### src/hw/rtl/gpt_pkg.sv
// Package for the G-code position tracker: widths, codes, command word type.
// Depends on nothing.
`default_nettype none
package gpt_pkg;
    localparam int MaxNumChars = 8;
    localparam int FracBits    = 16;
    localparam int CoordW      = 48;
    localparam int MantW       = 27;
    localparam int CntW        = 4;
    localparam int FracW       = 3;
    localparam int DenW        = 25;
    localparam int RemW        = DenW + 1;
    localparam int DivNW       = MantW + FracBits + 2;
    localparam int DivCntW     = 6;
    localparam int QDepth      = 4;
    localparam int QPtrW       = 2;

    localparam logic [1:0] FUNC_CHAR  = 2'd0;
    localparam logic [1:0] FUNC_EOL   = 2'd1;
    localparam logic [1:0] FUNC_CLEAR = 2'd2;

    localparam logic [7:0] CH_LPAREN = 8'h28;
    localparam logic [7:0] CH_RPAREN = 8'h29;
    localparam logic [7:0] CH_SEMI   = 8'h3B;
    localparam logic [7:0] CH_MINUS  = 8'h2D;
    localparam logic [7:0] CH_DOT    = 8'h2E;
    localparam logic [7:0] CH_ZERO   = 8'h30;
    localparam logic [7:0] CH_NINE   = 8'h39;
    localparam logic [7:0] CH_UP_A   = 8'h41;
    localparam logic [7:0] CH_UP_Z   = 8'h5A;
    localparam logic [7:0] CH_LO_A   = 8'h61;
    localparam logic [7:0] CH_LO_Z   = 8'h7A;
    localparam logic [7:0] CH_UP_G   = 8'h47;
    localparam logic [7:0] CH_UP_X   = 8'h58;
    localparam logic [7:0] CH_UP_Y   = 8'h59;
    localparam logic [7:0] CASE_GAP  = 8'h20;

    localparam logic [MantW-1:0] G_RAPID  = MantW'(0);
    localparam logic [MantW-1:0] G_LINEAR = MantW'(1);
    localparam logic [MantW-1:0] G_ABS    = MantW'(90);
    localparam logic [MantW-1:0] G_INC    = MantW'(91);

    typedef logic signed [CoordW-1:0] t_coord;

    typedef enum logic [1:0] {
        CMD_WORD,
        CMD_EOL,
        CMD_CLEAR
    } t_cmd_kind;

    typedef enum logic [2:0] {
        LT_NONE,
        LT_G,
        LT_X,
        LT_Y,
        LT_Z,
        LT_OTHER
    } t_letter;

    typedef enum logic {
        BK_IDLE,
        BK_DIV
    } t_back_state;

    typedef struct packed {
        t_cmd_kind        kind;
        logic             has_word;
        t_letter          letter;
        logic [MantW-1:0] mant;
        logic [FracW-1:0] frac;
        logic             neg;
        logic             dot;
        logic             num_ok;
    } t_cmd;

    function automatic logic [DenW-1:0] pow10(input logic [FracW-1:0] f);
        logic [DenW-1:0] p;
        case (f)
            3'd0:    p = DenW'(1);
            3'd1:    p = DenW'(10);
            3'd2:    p = DenW'(100);
            3'd3:    p = DenW'(1000);
            3'd4:    p = DenW'(10000);
            3'd5:    p = DenW'(100000);
            3'd6:    p = DenW'(1000000);
            3'd7:    p = DenW'(10000000);
            default: p = DenW'(1);
        endcase
        return p;
    endfunction
endpackage
`default_nettype wire

### src/hw/rtl/gpt_front.sv
// Front end: lexes characters, collects words, pushes command words.
// Depends on gpt_pkg.
`default_nettype none
module gpt_front (
    input  wire logic          i_clk,
    input  wire logic          i_rst_n,
    input  wire logic          i_take,
    input  wire logic [1:0]    i_func,
    input  wire logic [7:0]    i_char_code,
    output gpt_pkg::t_cmd      o_cmd,
    output logic               o_cmd_vld
);
    logic                          r_skip, n_skip;
    logic                          r_comment, n_comment;
    gpt_pkg::t_letter              r_letter, n_letter;
    logic [gpt_pkg::MantW-1:0]     r_mant, n_mant;
    logic [gpt_pkg::CntW-1:0]      r_cnt, n_cnt;
    logic [gpt_pkg::FracW-1:0]     r_frac, n_frac;
    logic                          r_neg, n_neg, r_dot, n_dot, r_bad, n_bad, r_dig, n_dig;

    logic [7:0]                    upper;
    logic                          is_dig, is_alpha, is_num, take_new;
    logic [gpt_pkg::MantW-1:0]     w_mant;
    logic [gpt_pkg::CntW-1:0]      w_cnt;
    logic [gpt_pkg::FracW-1:0]     w_frac;
    logic                          w_neg, w_dot, w_bad, w_dig;
    gpt_pkg::t_letter              new_letter;
    logic [7:0]                    digit;

    always_comb begin
        upper = (i_char_code >= gpt_pkg::CH_LO_A && i_char_code <= gpt_pkg::CH_LO_Z)
              ? i_char_code - gpt_pkg::CASE_GAP : i_char_code;
        is_dig = i_char_code >= gpt_pkg::CH_ZERO && i_char_code <= gpt_pkg::CH_NINE;
        is_alpha = upper >= gpt_pkg::CH_UP_A && upper <= gpt_pkg::CH_UP_Z;
        is_num = is_dig || i_char_code == gpt_pkg::CH_MINUS || i_char_code == gpt_pkg::CH_DOT;
        digit = i_char_code - gpt_pkg::CH_ZERO;
        if (upper == gpt_pkg::CH_UP_G) begin
            new_letter = gpt_pkg::LT_G;
        end else if (upper == gpt_pkg::CH_UP_X) begin
            new_letter = gpt_pkg::LT_X;
        end else if (upper == gpt_pkg::CH_UP_Y) begin
            new_letter = gpt_pkg::LT_Y;
        end else if (upper == gpt_pkg::CH_UP_Z) begin
            new_letter = gpt_pkg::LT_Z;
        end else begin
            new_letter = gpt_pkg::LT_OTHER;
        end

        n_skip = r_skip;   n_comment = r_comment; n_letter = r_letter;
        n_mant = r_mant;   n_cnt = r_cnt;         n_frac = r_frac;
        n_neg = r_neg;     n_dot = r_dot;         n_bad = r_bad;   n_dig = r_dig;
        w_mant = r_mant;   w_cnt = r_cnt;         w_frac = r_frac;
        w_neg = r_neg;     w_dot = r_dot;         w_bad = r_bad;   w_dig = r_dig;
        take_new = 1'b0;
        o_cmd_vld = 1'b0;
        o_cmd.kind = gpt_pkg::CMD_WORD;
        o_cmd.has_word = r_letter != gpt_pkg::LT_NONE;

        if (i_take) begin
            case (i_func)
                gpt_pkg::FUNC_CHAR: begin
                    if (!r_skip) begin
                        if (r_comment) begin
                            if (i_char_code == gpt_pkg::CH_RPAREN) begin
                                n_comment = 1'b0;
                            end
                        end else begin
                            take_new = 1'b1;
                            if (r_letter != gpt_pkg::LT_NONE) begin
                                if (is_num) begin
                                    take_new = 1'b0;
                                    if (is_dig) begin
                                        w_mant = gpt_pkg::MantW'(r_mant * gpt_pkg::MantW'(10)
                                               + gpt_pkg::MantW'(digit[3:0]));
                                        w_dig = 1'b1;
                                        if (r_dot) begin
                                            w_frac = r_frac + 1'b1;
                                        end
                                    end else if (i_char_code == gpt_pkg::CH_MINUS) begin
                                        if (r_cnt != '0) begin
                                            w_bad = 1'b1;
                                        end else begin
                                            w_neg = 1'b1;
                                        end
                                    end else begin
                                        if (r_dot) begin
                                            w_bad = 1'b1;
                                        end
                                        w_dot = 1'b1;
                                    end
                                    w_cnt = r_cnt + 1'b1;
                                    n_mant = w_mant; n_cnt = w_cnt; n_frac = w_frac;
                                    n_neg = w_neg;   n_dot = w_dot; n_bad = w_bad; n_dig = w_dig;
                                    if (w_cnt >= gpt_pkg::CntW'(gpt_pkg::MaxNumChars)) begin
                                        o_cmd_vld = 1'b1;
                                        n_letter = gpt_pkg::LT_NONE;
                                    end
                                end else begin
                                    o_cmd_vld = 1'b1;
                                    n_letter = gpt_pkg::LT_NONE;
                                end
                            end
                            if (take_new) begin
                                if (i_char_code == gpt_pkg::CH_LPAREN) begin
                                    n_comment = 1'b1;
                                end else if (i_char_code == gpt_pkg::CH_SEMI) begin
                                    n_skip = 1'b1;
                                end else if (is_alpha) begin
                                    n_letter = new_letter;
                                end
                            end
                            if (n_letter != r_letter || take_new) begin
                                n_mant = '0; n_cnt = '0; n_frac = '0;
                                n_neg = 1'b0; n_dot = 1'b0; n_bad = 1'b0; n_dig = 1'b0;
                            end
                        end
                    end
                end
                gpt_pkg::FUNC_EOL, gpt_pkg::FUNC_CLEAR: begin
                    o_cmd_vld = 1'b1;
                    o_cmd.kind = (i_func == gpt_pkg::FUNC_EOL) ? gpt_pkg::CMD_EOL
                                                               : gpt_pkg::CMD_CLEAR;
                    n_skip = 1'b0; n_comment = 1'b0; n_letter = gpt_pkg::LT_NONE;
                    n_mant = '0; n_cnt = '0; n_frac = '0;
                    n_neg = 1'b0; n_dot = 1'b0; n_bad = 1'b0; n_dig = 1'b0;
                end
                default: begin
                end
            endcase
        end

        o_cmd.letter = r_letter;
        o_cmd.mant   = w_mant;
        o_cmd.frac   = w_frac;
        o_cmd.neg    = w_neg;
        o_cmd.dot    = w_dot;
        o_cmd.num_ok = !w_bad && w_dig;
    end

    always_ff @(posedge i_clk) begin
        if (!i_rst_n) begin
            r_skip <= 1'b0; r_comment <= 1'b0; r_letter <= gpt_pkg::LT_NONE;
            r_mant <= '0;   r_cnt <= '0;       r_frac <= '0;
            r_neg <= 1'b0;  r_dot <= 1'b0;     r_bad <= 1'b0;  r_dig <= 1'b0;
        end else begin
            r_skip <= n_skip; r_comment <= n_comment; r_letter <= n_letter;
            r_mant <= n_mant; r_cnt <= n_cnt;         r_frac <= n_frac;
            r_neg <= n_neg;   r_dot <= n_dot;         r_bad <= n_bad;  r_dig <= n_dig;
        end
    end
endmodule
`default_nettype wire

### src/hw/rtl/gpt_queue.sv
// Short command queue between front and back end.
// Depends on gpt_pkg.
`default_nettype none
module gpt_queue (
    input  wire logic          i_clk,
    input  wire logic          i_rst_n,
    input  wire logic          i_push,
    input  gpt_pkg::t_cmd      i_cmd,
    output logic               o_full,
    input  wire logic          i_pop,
    output gpt_pkg::t_cmd      o_cmd,
    output logic               o_empty
);
    gpt_pkg::t_cmd                 r_mem [gpt_pkg::QDepth];
    logic [gpt_pkg::QPtrW-1:0]     r_wr, r_rd;
    logic [gpt_pkg::QPtrW:0]       r_cnt;

    assign o_full  = r_cnt == (gpt_pkg::QPtrW+1)'(gpt_pkg::QDepth);
    assign o_empty = r_cnt == '0;
    assign o_cmd   = r_mem[r_rd];

    always_ff @(posedge i_clk) begin
        if (i_push) begin
            r_mem[r_wr] <= i_cmd;
        end
    end

    always_ff @(posedge i_clk) begin
        if (!i_rst_n) begin
            r_wr <= '0; r_rd <= '0; r_cnt <= '0;
        end else begin
            if (i_push) begin
                r_wr <= r_wr + 1'b1;
            end
            if (i_pop) begin
                r_rd <= r_rd + 1'b1;
            end
            r_cnt <= r_cnt + (gpt_pkg::QPtrW+1)'(i_push) - (gpt_pkg::QPtrW+1)'(i_pop);
        end
    end
endmodule
`default_nettype wire

### src/hw/rtl/gpt_back.sv
// Back end: runs G words, converts and applies moves, keeps bounds, emits results.
// Depends on gpt_pkg.
`default_nettype none
module gpt_back (
    input  wire logic          i_clk,
    input  wire logic          i_rst_n,
    input  wire logic          i_q_vld,
    input  gpt_pkg::t_cmd      i_q_cmd,
    output logic               o_pop,
    output logic               o_valid,
    input  wire logic          i_ready,
    output gpt_pkg::t_coord    o_pos [3],
    output gpt_pkg::t_coord    o_bnd [6],
    output logic [5:0]         o_flags
);
    gpt_pkg::t_back_state          r_state, n_state;
    gpt_pkg::t_cmd                 r_cmd;
    gpt_pkg::t_coord               r_pos [3];
    gpt_pkg::t_coord               n_pos [3];
    gpt_pkg::t_coord               r_bnd [6];
    gpt_pkg::t_coord               n_bnd [6];
    logic [5:0]                    r_flags, n_flags;
    logic                          r_inc, n_inc, r_move, n_move, r_oval;
    logic [gpt_pkg::RemW-1:0]      r_rem, rs;
    logic [gpt_pkg::DivNW-1:0]     r_num;
    logic [gpt_pkg::DenW-1:0]      r_den, p;
    logic [gpt_pkg::DivCntW-1:0]   r_dcnt;
    logic                          ge;

    gpt_pkg::t_cmd                 cur;
    logic                          head_xyz, need_div, cur_ready, out_free, exec, start;
    logic [gpt_pkg::CoordW-1:0]    mag;
    gpt_pkg::t_coord               val, moved;
    logic signed [gpt_pkg::CoordW:0] sum;
    logic [1:0]                    ax;
    logic [2:0]                    lo, hi;
    logic [gpt_pkg::MantW-1:0]     g;

    always_comb begin
        head_xyz = i_q_cmd.letter == gpt_pkg::LT_X || i_q_cmd.letter == gpt_pkg::LT_Y
                || i_q_cmd.letter == gpt_pkg::LT_Z;
        need_div = i_q_cmd.has_word && head_xyz && i_q_cmd.num_ok && i_q_cmd.frac != '0
                && r_move;
        cur = (r_state == gpt_pkg::BK_DIV) ? r_cmd : i_q_cmd;
        cur_ready = (r_state == gpt_pkg::BK_DIV) ? (r_dcnt == '0) : (i_q_vld && !need_div);
        out_free = !r_oval || i_ready;
        exec = cur_ready && (cur.kind != gpt_pkg::CMD_EOL || out_free);
        start = r_state == gpt_pkg::BK_IDLE && i_q_vld && need_div;
        o_pop = start || (r_state == gpt_pkg::BK_IDLE && exec);
        p = gpt_pkg::pow10(i_q_cmd.frac);

        rs = {r_rem[gpt_pkg::RemW-2:0], r_num[gpt_pkg::DivNW-1]};
        ge = rs >= {1'b0, r_den};

        if (r_state == gpt_pkg::BK_DIV) begin
            mag = gpt_pkg::CoordW'(r_num);
        end else begin
            mag = gpt_pkg::CoordW'({cur.mant, {gpt_pkg::FracBits{1'b0}}});
        end
        if (!cur.num_ok) begin
            mag = '0;
        end
        val = cur.neg ? -$signed(mag) : $signed(mag);

        ax = 2'(cur.letter - gpt_pkg::LT_X);
        lo = {ax, 1'b0};
        hi = {ax, 1'b1};
        sum = {r_pos[ax][gpt_pkg::CoordW-1], r_pos[ax]} + {val[gpt_pkg::CoordW-1], val};
        if (sum[gpt_pkg::CoordW] != sum[gpt_pkg::CoordW-1]) begin
            moved = sum[gpt_pkg::CoordW] ? {1'b1, {(gpt_pkg::CoordW-1){1'b0}}}
                                         : {1'b0, {(gpt_pkg::CoordW-1){1'b1}}};
        end else begin
            moved = sum[gpt_pkg::CoordW-1:0];
        end
        if (!r_inc) begin
            moved = val;
        end
        g = (cur.num_ok && !cur.dot) ? cur.mant : '0;

        n_state = r_state;
        n_pos = r_pos; n_bnd = r_bnd; n_flags = r_flags;
        n_inc = r_inc; n_move = r_move;
        if (start) begin
            n_state = gpt_pkg::BK_DIV;
        end
        if (exec) begin
            n_state = gpt_pkg::BK_IDLE;
            case (cur.kind)
                gpt_pkg::CMD_CLEAR: begin
                    for (int i = 0; i < 3; i++) begin
                        n_pos[i] = '0;
                    end
                    for (int i = 0; i < 6; i++) begin
                        n_bnd[i] = '0;
                    end
                    n_flags = '0; n_inc = 1'b0; n_move = 1'b0;
                end
                gpt_pkg::CMD_WORD, gpt_pkg::CMD_EOL: begin
                    if (cur.has_word) begin
                        if (cur.letter == gpt_pkg::LT_G) begin
                            if (g == gpt_pkg::G_RAPID || (g == gpt_pkg::G_LINEAR && !cur.neg)) begin
                                n_move = 1'b1;
                            end else if (!cur.neg && g == gpt_pkg::G_ABS) begin
                                n_inc = 1'b0;
                            end else if (!cur.neg && g == gpt_pkg::G_INC) begin
                                n_inc = 1'b1;
                            end
                        end else if ((cur.letter == gpt_pkg::LT_X || cur.letter == gpt_pkg::LT_Y
                                   || cur.letter == gpt_pkg::LT_Z) && r_move) begin
                            n_pos[ax] = moved;
                            if (!r_flags[lo] || r_bnd[lo] > moved) begin
                                n_bnd[lo] = moved;
                                n_flags[lo] = 1'b1;
                            end
                            if (!r_flags[hi] || r_bnd[hi] < moved) begin
                                n_bnd[hi] = moved;
                                n_flags[hi] = 1'b1;
                            end
                        end
                    end
                    if (cur.kind == gpt_pkg::CMD_EOL) begin
                        n_move = 1'b0;
                    end
                end
                default: begin
                end
            endcase
        end
    end

    always_ff @(posedge i_clk) begin
        if (start) begin
            r_cmd  <= i_q_cmd;
            r_num  <= gpt_pkg::DivNW'({i_q_cmd.mant, {(gpt_pkg::FracBits+1){1'b0}}})
                    + gpt_pkg::DivNW'(p);
            r_den  <= {p[gpt_pkg::DenW-2:0], 1'b0};
            r_rem  <= '0;
        end else if (r_state == gpt_pkg::BK_DIV && r_dcnt != '0) begin
            r_rem  <= ge ? rs - {1'b0, r_den} : rs;
            r_num  <= {r_num[gpt_pkg::DivNW-2:0], ge};
        end
        if (exec && cur.kind == gpt_pkg::CMD_EOL) begin
            o_pos   <= n_pos;
            o_bnd   <= n_bnd;
            o_flags <= n_flags;
        end
    end

    always_ff @(posedge i_clk) begin
        if (!i_rst_n) begin
            r_state <= gpt_pkg::BK_IDLE;
            r_dcnt  <= '0;
            r_oval  <= 1'b0;
            r_flags <= '0;
            r_inc   <= 1'b0;
            r_move  <= 1'b0;
            for (int i = 0; i < 3; i++) begin
                r_pos[i] <= '0;
            end
            for (int i = 0; i < 6; i++) begin
                r_bnd[i] <= '0;
            end
        end else begin
            r_state <= n_state;
            if (start) begin
                r_dcnt <= gpt_pkg::DivCntW'(gpt_pkg::DivNW);
            end else if (r_state == gpt_pkg::BK_DIV && r_dcnt != '0) begin
                r_dcnt <= r_dcnt - 1'b1;
            end
            if (exec && cur.kind == gpt_pkg::CMD_EOL) begin
                r_oval <= 1'b1;
            end else if (i_ready) begin
                r_oval <= 1'b0;
            end
            r_pos <= n_pos; r_bnd <= n_bnd; r_flags <= n_flags;
            r_inc <= n_inc; r_move <= n_move;
        end
    end

    assign o_valid = r_oval;
endmodule
`default_nettype wire

### src/hw/rtl/gcode_position_and_bounds_tracker.sv
// G-code position and bounding-box tracker, top level.
// Input channel: i_valid/o_ready with i_func (0 character, 1 end of line,
// 2 clear program) and i_char_code. Output channel: o_valid/i_ready with
// the position, six bounds and o_bounds_valid, one word per end of line.
// The front end takes one character per cycle and pushes command words into
// a four-entry queue; o_ready drops only while that queue is full.
// The back end runs one command per cycle, except while dividing or while a
// line end waits for i_ready. An X, Y or Z move whose number has a fractional
// part goes through a 1-bit-per-cycle divider in the back end, hidden by the
// queue when the following text is long enough.
// When i_ready is low the result holds; the back end stops at the next line
// end while the front keeps filling the queue.
// Reset (i_rst_n low, synchronous) and the clear function both zero the
// position, bounds and modes; reset also empties the queue.
// Depends on gpt_pkg, gpt_front, gpt_queue, gpt_back.
`default_nettype none
module gcode_position_and_bounds_tracker (
    input  wire logic                          i_clk,
    input  wire logic                          i_rst_n,
    input  wire logic                          i_valid,
    output logic                               o_ready,
    input  wire logic [1:0]                    i_func,
    input  wire logic [7:0]                    i_char_code,
    output logic                               o_valid,
    input  wire logic                          i_ready,
    output logic signed [gpt_pkg::CoordW-1:0]  o_pos_x,
    output logic signed [gpt_pkg::CoordW-1:0]  o_pos_y,
    output logic signed [gpt_pkg::CoordW-1:0]  o_pos_z,
    output logic signed [gpt_pkg::CoordW-1:0]  o_min_x,
    output logic signed [gpt_pkg::CoordW-1:0]  o_max_x,
    output logic signed [gpt_pkg::CoordW-1:0]  o_min_y,
    output logic signed [gpt_pkg::CoordW-1:0]  o_max_y,
    output logic signed [gpt_pkg::CoordW-1:0]  o_min_z,
    output logic signed [gpt_pkg::CoordW-1:0]  o_max_z,
    output logic [5:0]                         o_bounds_valid
);
    gpt_pkg::t_cmd     f_cmd, q_cmd;
    logic              f_vld, q_full, q_empty, pop;
    gpt_pkg::t_coord   pos [3];
    gpt_pkg::t_coord   bnd [6];

    assign o_ready = !q_full;

    gpt_front u_front (
        .i_clk       (i_clk),
        .i_rst_n     (i_rst_n),
        .i_take      (i_valid && !q_full),
        .i_func      (i_func),
        .i_char_code (i_char_code),
        .o_cmd       (f_cmd),
        .o_cmd_vld   (f_vld)
    );

    gpt_queue u_queue (
        .i_clk   (i_clk),
        .i_rst_n (i_rst_n),
        .i_push  (f_vld),
        .i_cmd   (f_cmd),
        .o_full  (q_full),
        .i_pop   (pop),
        .o_cmd   (q_cmd),
        .o_empty (q_empty)
    );

    gpt_back u_back (
        .i_clk   (i_clk),
        .i_rst_n (i_rst_n),
        .i_q_vld (!q_empty),
        .i_q_cmd (q_cmd),
        .o_pop   (pop),
        .o_valid (o_valid),
        .i_ready (i_ready),
        .o_pos   (pos),
        .o_bnd   (bnd),
        .o_flags (o_bounds_valid)
    );

    assign o_pos_x = pos[0];
    assign o_pos_y = pos[1];
    assign o_pos_z = pos[2];
    assign o_min_x = bnd[0];
    assign o_max_x = bnd[1];
    assign o_min_y = bnd[2];
    assign o_max_y = bnd[3];
    assign o_min_z = bnd[4];
    assign o_max_z = bnd[5];
endmodule
`default_nettype wire

### config.mk
export PLATFORM = sky130hd
export DESIGN_NAME = gcode_position_and_bounds_tracker
export DESIGN_NICKNAME = d
export VERILOG_FILES = /design/src/hw/rtl/gpt_pkg.sv /design/src/hw/rtl/gpt_front.sv /design/src/hw/rtl/gpt_queue.sv /design/src/hw/rtl/gpt_back.sv /design/src/hw/rtl/gcode_position_and_bounds_tracker.sv
export SDC_FILE = /design/constraint.sdc
export NUM_CORES = 2
export LEC_CHECK = 0
export BUFFER_PORTS_ARGS = -buffer_cell sky130_fd_sc_hd__buf_2
export CORE_MARGIN = 5
export CORE_UTILIZATION = 61
export CTS_CLUSTER_SIZE = 40
export DETAILED_ROUTE_END_ITERATION = 10
export PLACE_DENSITY = 0.81
export SLEW_MARGIN = 15
export SYNTH_ARGS = -nofsm -noshare
export SYNTH_HDL_FRONTEND = slang
export SYNTH_SLANG_ARGS = --single-unit
export TNS_END_PERCENT = 1
### constraint.sdc
create_clock -name i_clk -period 28.1 [get_ports i_clk]
set_input_delay 2.81 -clock i_clk [delete_from_list [all_inputs] [get_ports i_clk]]
set_output_delay 2.81 -clock i_clk [all_outputs]
set_load 0.05 [all_outputs]
==> results.ini <==
[status]
status = complete, no violations

[cts]
postCtsSetupBuffers = 0
clk_latency_ns = 0.76
cts_sinks = 1216
numCtsBuffers = 117
cts.path.max_buffers = 3
post_cts_resized = 0
cts_hold_buf = 0
h-tree-depth = 3
cts_tree = done
root_buffer = clkbuf_16
path_clk_slew_ns = 0.07

[placement]
port_buffers = 453
hpwl_mm = 139.3
gp_congestion = 1.052

[setup_path]
worst-r2r-cell-count = 28
cp_common_cell = buf_4
critPathKind = flip-flop to flip-flop
crit_required_ns = 28.55
arrival_ns = 12.69
reg2reg_slack_ns = 15.86
cp_max_fo = 51
crit-reg2reg-capture = u_back.o_bnd[85]$_DFFE_PP_
cp_num_buf_inv = 5
path_delay_family = compound AO/OA/AOI/OAI gates
start_kind = flip-flop
critPathMaxStageDelay_ns = 0.90
critPathSlowestCell = o21ai_0
endpoint_kind = flip-flop

[timing]
tns_ns = 0
fin_worst_skew_ns = 0.08727
tightest_slew_ns = 1.234
fmax_ghz = 0.08167
rsz0062_at_grt = no
maxSlewViolCount = 0
whs_ns = 0.4772
max_slew_margin = 0.1753
setup_viol = 0
timing.final.crit_share = 0.4357
fin_crit_ns = 12.24
hold_viol = 0

[floorplan]
ios = 454
die_y_microns = 321.6
initial_core_util = 0.6135
die_x_microns = 321.6
num_rows = 114
die_area_sq_mm = 0.1035
core_sq_mm = 0.09657

[min_path]
hold_end = u_front.r_neg$_SDFFE_PN0P_
hold_start = u_front.r_neg$_SDFFE_PN0P_
holdCritPathClass = flip-flop to flip-flop
holdPathStages = 2

[cells_and_area]
layout_commonest_cell = nand2_1
drive_gt1_frac = 0.1594
fin_nets = 6084
mostFrequentLayoutCells = 696 x nand2_1, 691 x edfxtp_1, 523 x dfxtp_1, 515 x o21ai_0, 452 x buf_2
nFillCells = 6878
area_growth_pct = 12.94

[pwr]
p_leak_nw = 26.28
vdd_drop_max_v = 0.00007589
cellPowerDensity_mw_per_mm2 = 98.20

[route]
drtAntennaViolNets = 0
drt_first_iter_violations = 6588
drc = 0
routed_wl_mm = 199.2
wl_per_cell_microns = 27.63
dr_total_vias = 48290
via_per_inst = 6.698
drt_pass1_iterations = 9

[synthesis]
synth_fp_nets = 5757
syn_area_per_cell_sq_um = 10.78
synth_area_leader_cell = edfxtp_1
ys_warn_count = 0
synth_area_sq_mm = 0.05924
synth.top_cell.area_share = 0.3503
yosysSeqAreaShare = 0.5277
synth_flop_cell = edfxtp_1
netlist-cell-type-count = 116
synthArstFlopShare = 0
ys_top_cells_by_area = edfxtp_1 35%, dfxtp_1 18%, ha_1 5.1%, nand2_1 4.4%, o21ai_0 4.4%
synth-seq-cells = 1216
synthCells = 5497
synth_edf_count = 691

[global_routing]
grt_usage = 0.3699
grt_max_degree = 152
grt_pass1_wl_mm = 291.9
grt_pass1_vias = 45740
grt-ovfl-total = 0
antenna_found_initial = 13

[job]
max-cap-violations = 0

## cell usage after synthesis, drive strengths merged (40+ instances only)
cell type	count
nand2	702
edfxtp	691
o21ai	559
dfxtp	525
ha	240
clkbuf	239
nor2	227
and2	222
mux2i	219
a22o	202
a21oi	183
o2bb2ai	152
buf	126
inv	124
xnor2	94
nand3	86
xor2	70
nor3	67
a31oi	59
a21o	57
nand4	40
## cells by family (layout without fill, tap and decap cells)
logic type | Yosys count | after routing | share of synthesized area
adder cells (fa/ha/maj) | 255 | 255 | 0.05424
AO/OA/AOI/OAI | 1542 | 1542 | 0.1792
buffers and inverters | 490 | 922 | 0.03466
other | 0 | 5 | 0
flip-flops | 1216 | 1216 | 0.5277
multiplexers | 272 | 272 | 0.05476
AND/OR/NAND/NOR | 1558 | 1558 | 0.1251
XOR/XNOR | 164 | 164 | 0.02437
## tightest hold or removal path: cells and delay by family (launching register included)
kind	cells	cell delay, ns
AO/OA/AOI/OAI	1	0.05
AND/OR/NAND/NOR	1	0.06
flip-flops	1	0.33
## metrics by stage
stage | utilization | instance area [sq um] | total power [mW] | cells | setup WS, ns
2_1_floorplan | - | 59240 | 4.174 | 5497 | 2.082
3_3_place_gp | 0.6496 | 62730 | 4.829 | 6981 | 16.31
3_5_place_dp | 0.6496 | 62730 | 4.848 | 6981 | 16.07
4_1_cts | 0.6927 | 66890 | 6.511 | 7205 | 16.06
5_1_grt | 0.6927 | 66900 | 6.747 | 7205 | 15.32
6_report | 0.6929 | 66910 | 6.570 | 7210 | 15.86
## final cells by class
class                   instances  area [sq um]  share of cell area
flip-flops and latches       1216         31260              0.4672
multi-input cells            3791         26210              0.3917
clock buffers                 157          3249             0.04856
repair buffers                573          3199             0.04782
well taps                    1276          1597             0.02386
clock inverters                67         910.9             0.01361
inverters                     125         469.2            0.007013
diodes                          5         12.51           0.0001870
## sequential cells by signal, summed over array words and instances, names as in the netlist, 2 cells and up, named ones only
name              count
u_back.o_bnd        288
u_back.o_flags        6
u_back.o_pos        144
u_back.r_bnd        288
u_back.r_cmd         36
u_back.r_dcnt         6
u_back.r_den         16
u_back.r_flags        6
u_back.r_num         45
u_back.r_pos        144
u_back.r_rem         25
u_front.r_cnt         4
u_front.r_frac        3
u_front.r_letter      3
u_front.r_mant       27
u_queue.r_cnt         3
u_queue.r_mem       156
u_queue.r_rd          2
u_queue.r_wr          2
## worst max path at each step
stage                    from                            to  slack, ns  cells past startpoint
floorplan             i_ready     u_back.o_bnd[0]$_DFFE_PP_       2.08                      6
global placement    flip-flop  u_back.r_bnd[197]$_SDFF_PN0_      16.31                     31
detailed placement  flip-flop  u_back.r_bnd[206]$_SDFF_PN0_      16.07                     31
CTS                 flip-flop  u_back.r_bnd[206]$_SDFF_PN0_      16.06                     32
global route        flip-flop  u_back.r_bnd[206]$_SDFF_PN0_      15.32                     31
finish              flip-flop    u_back.o_bnd[85]$_DFFE_PP_      15.86                     28
## routing by layer
metal,vias up,part of all wire,GRT usage
met5,-,0.00079,0
met4,14,0.069,0.2103
met3,659,0.11,0.08137
met2,3277,0.45,0.5788
met1,23300,0.37,0.4800
li1,21040,-,-
## power breakdown
group	switching, mW	internal, mW
registers	0.0896	2.12
clock network	0.717	0.960
logic	2.10	0.588
total	2.91	3.67
Note: power is estimated with default switching activity, not from simulation.
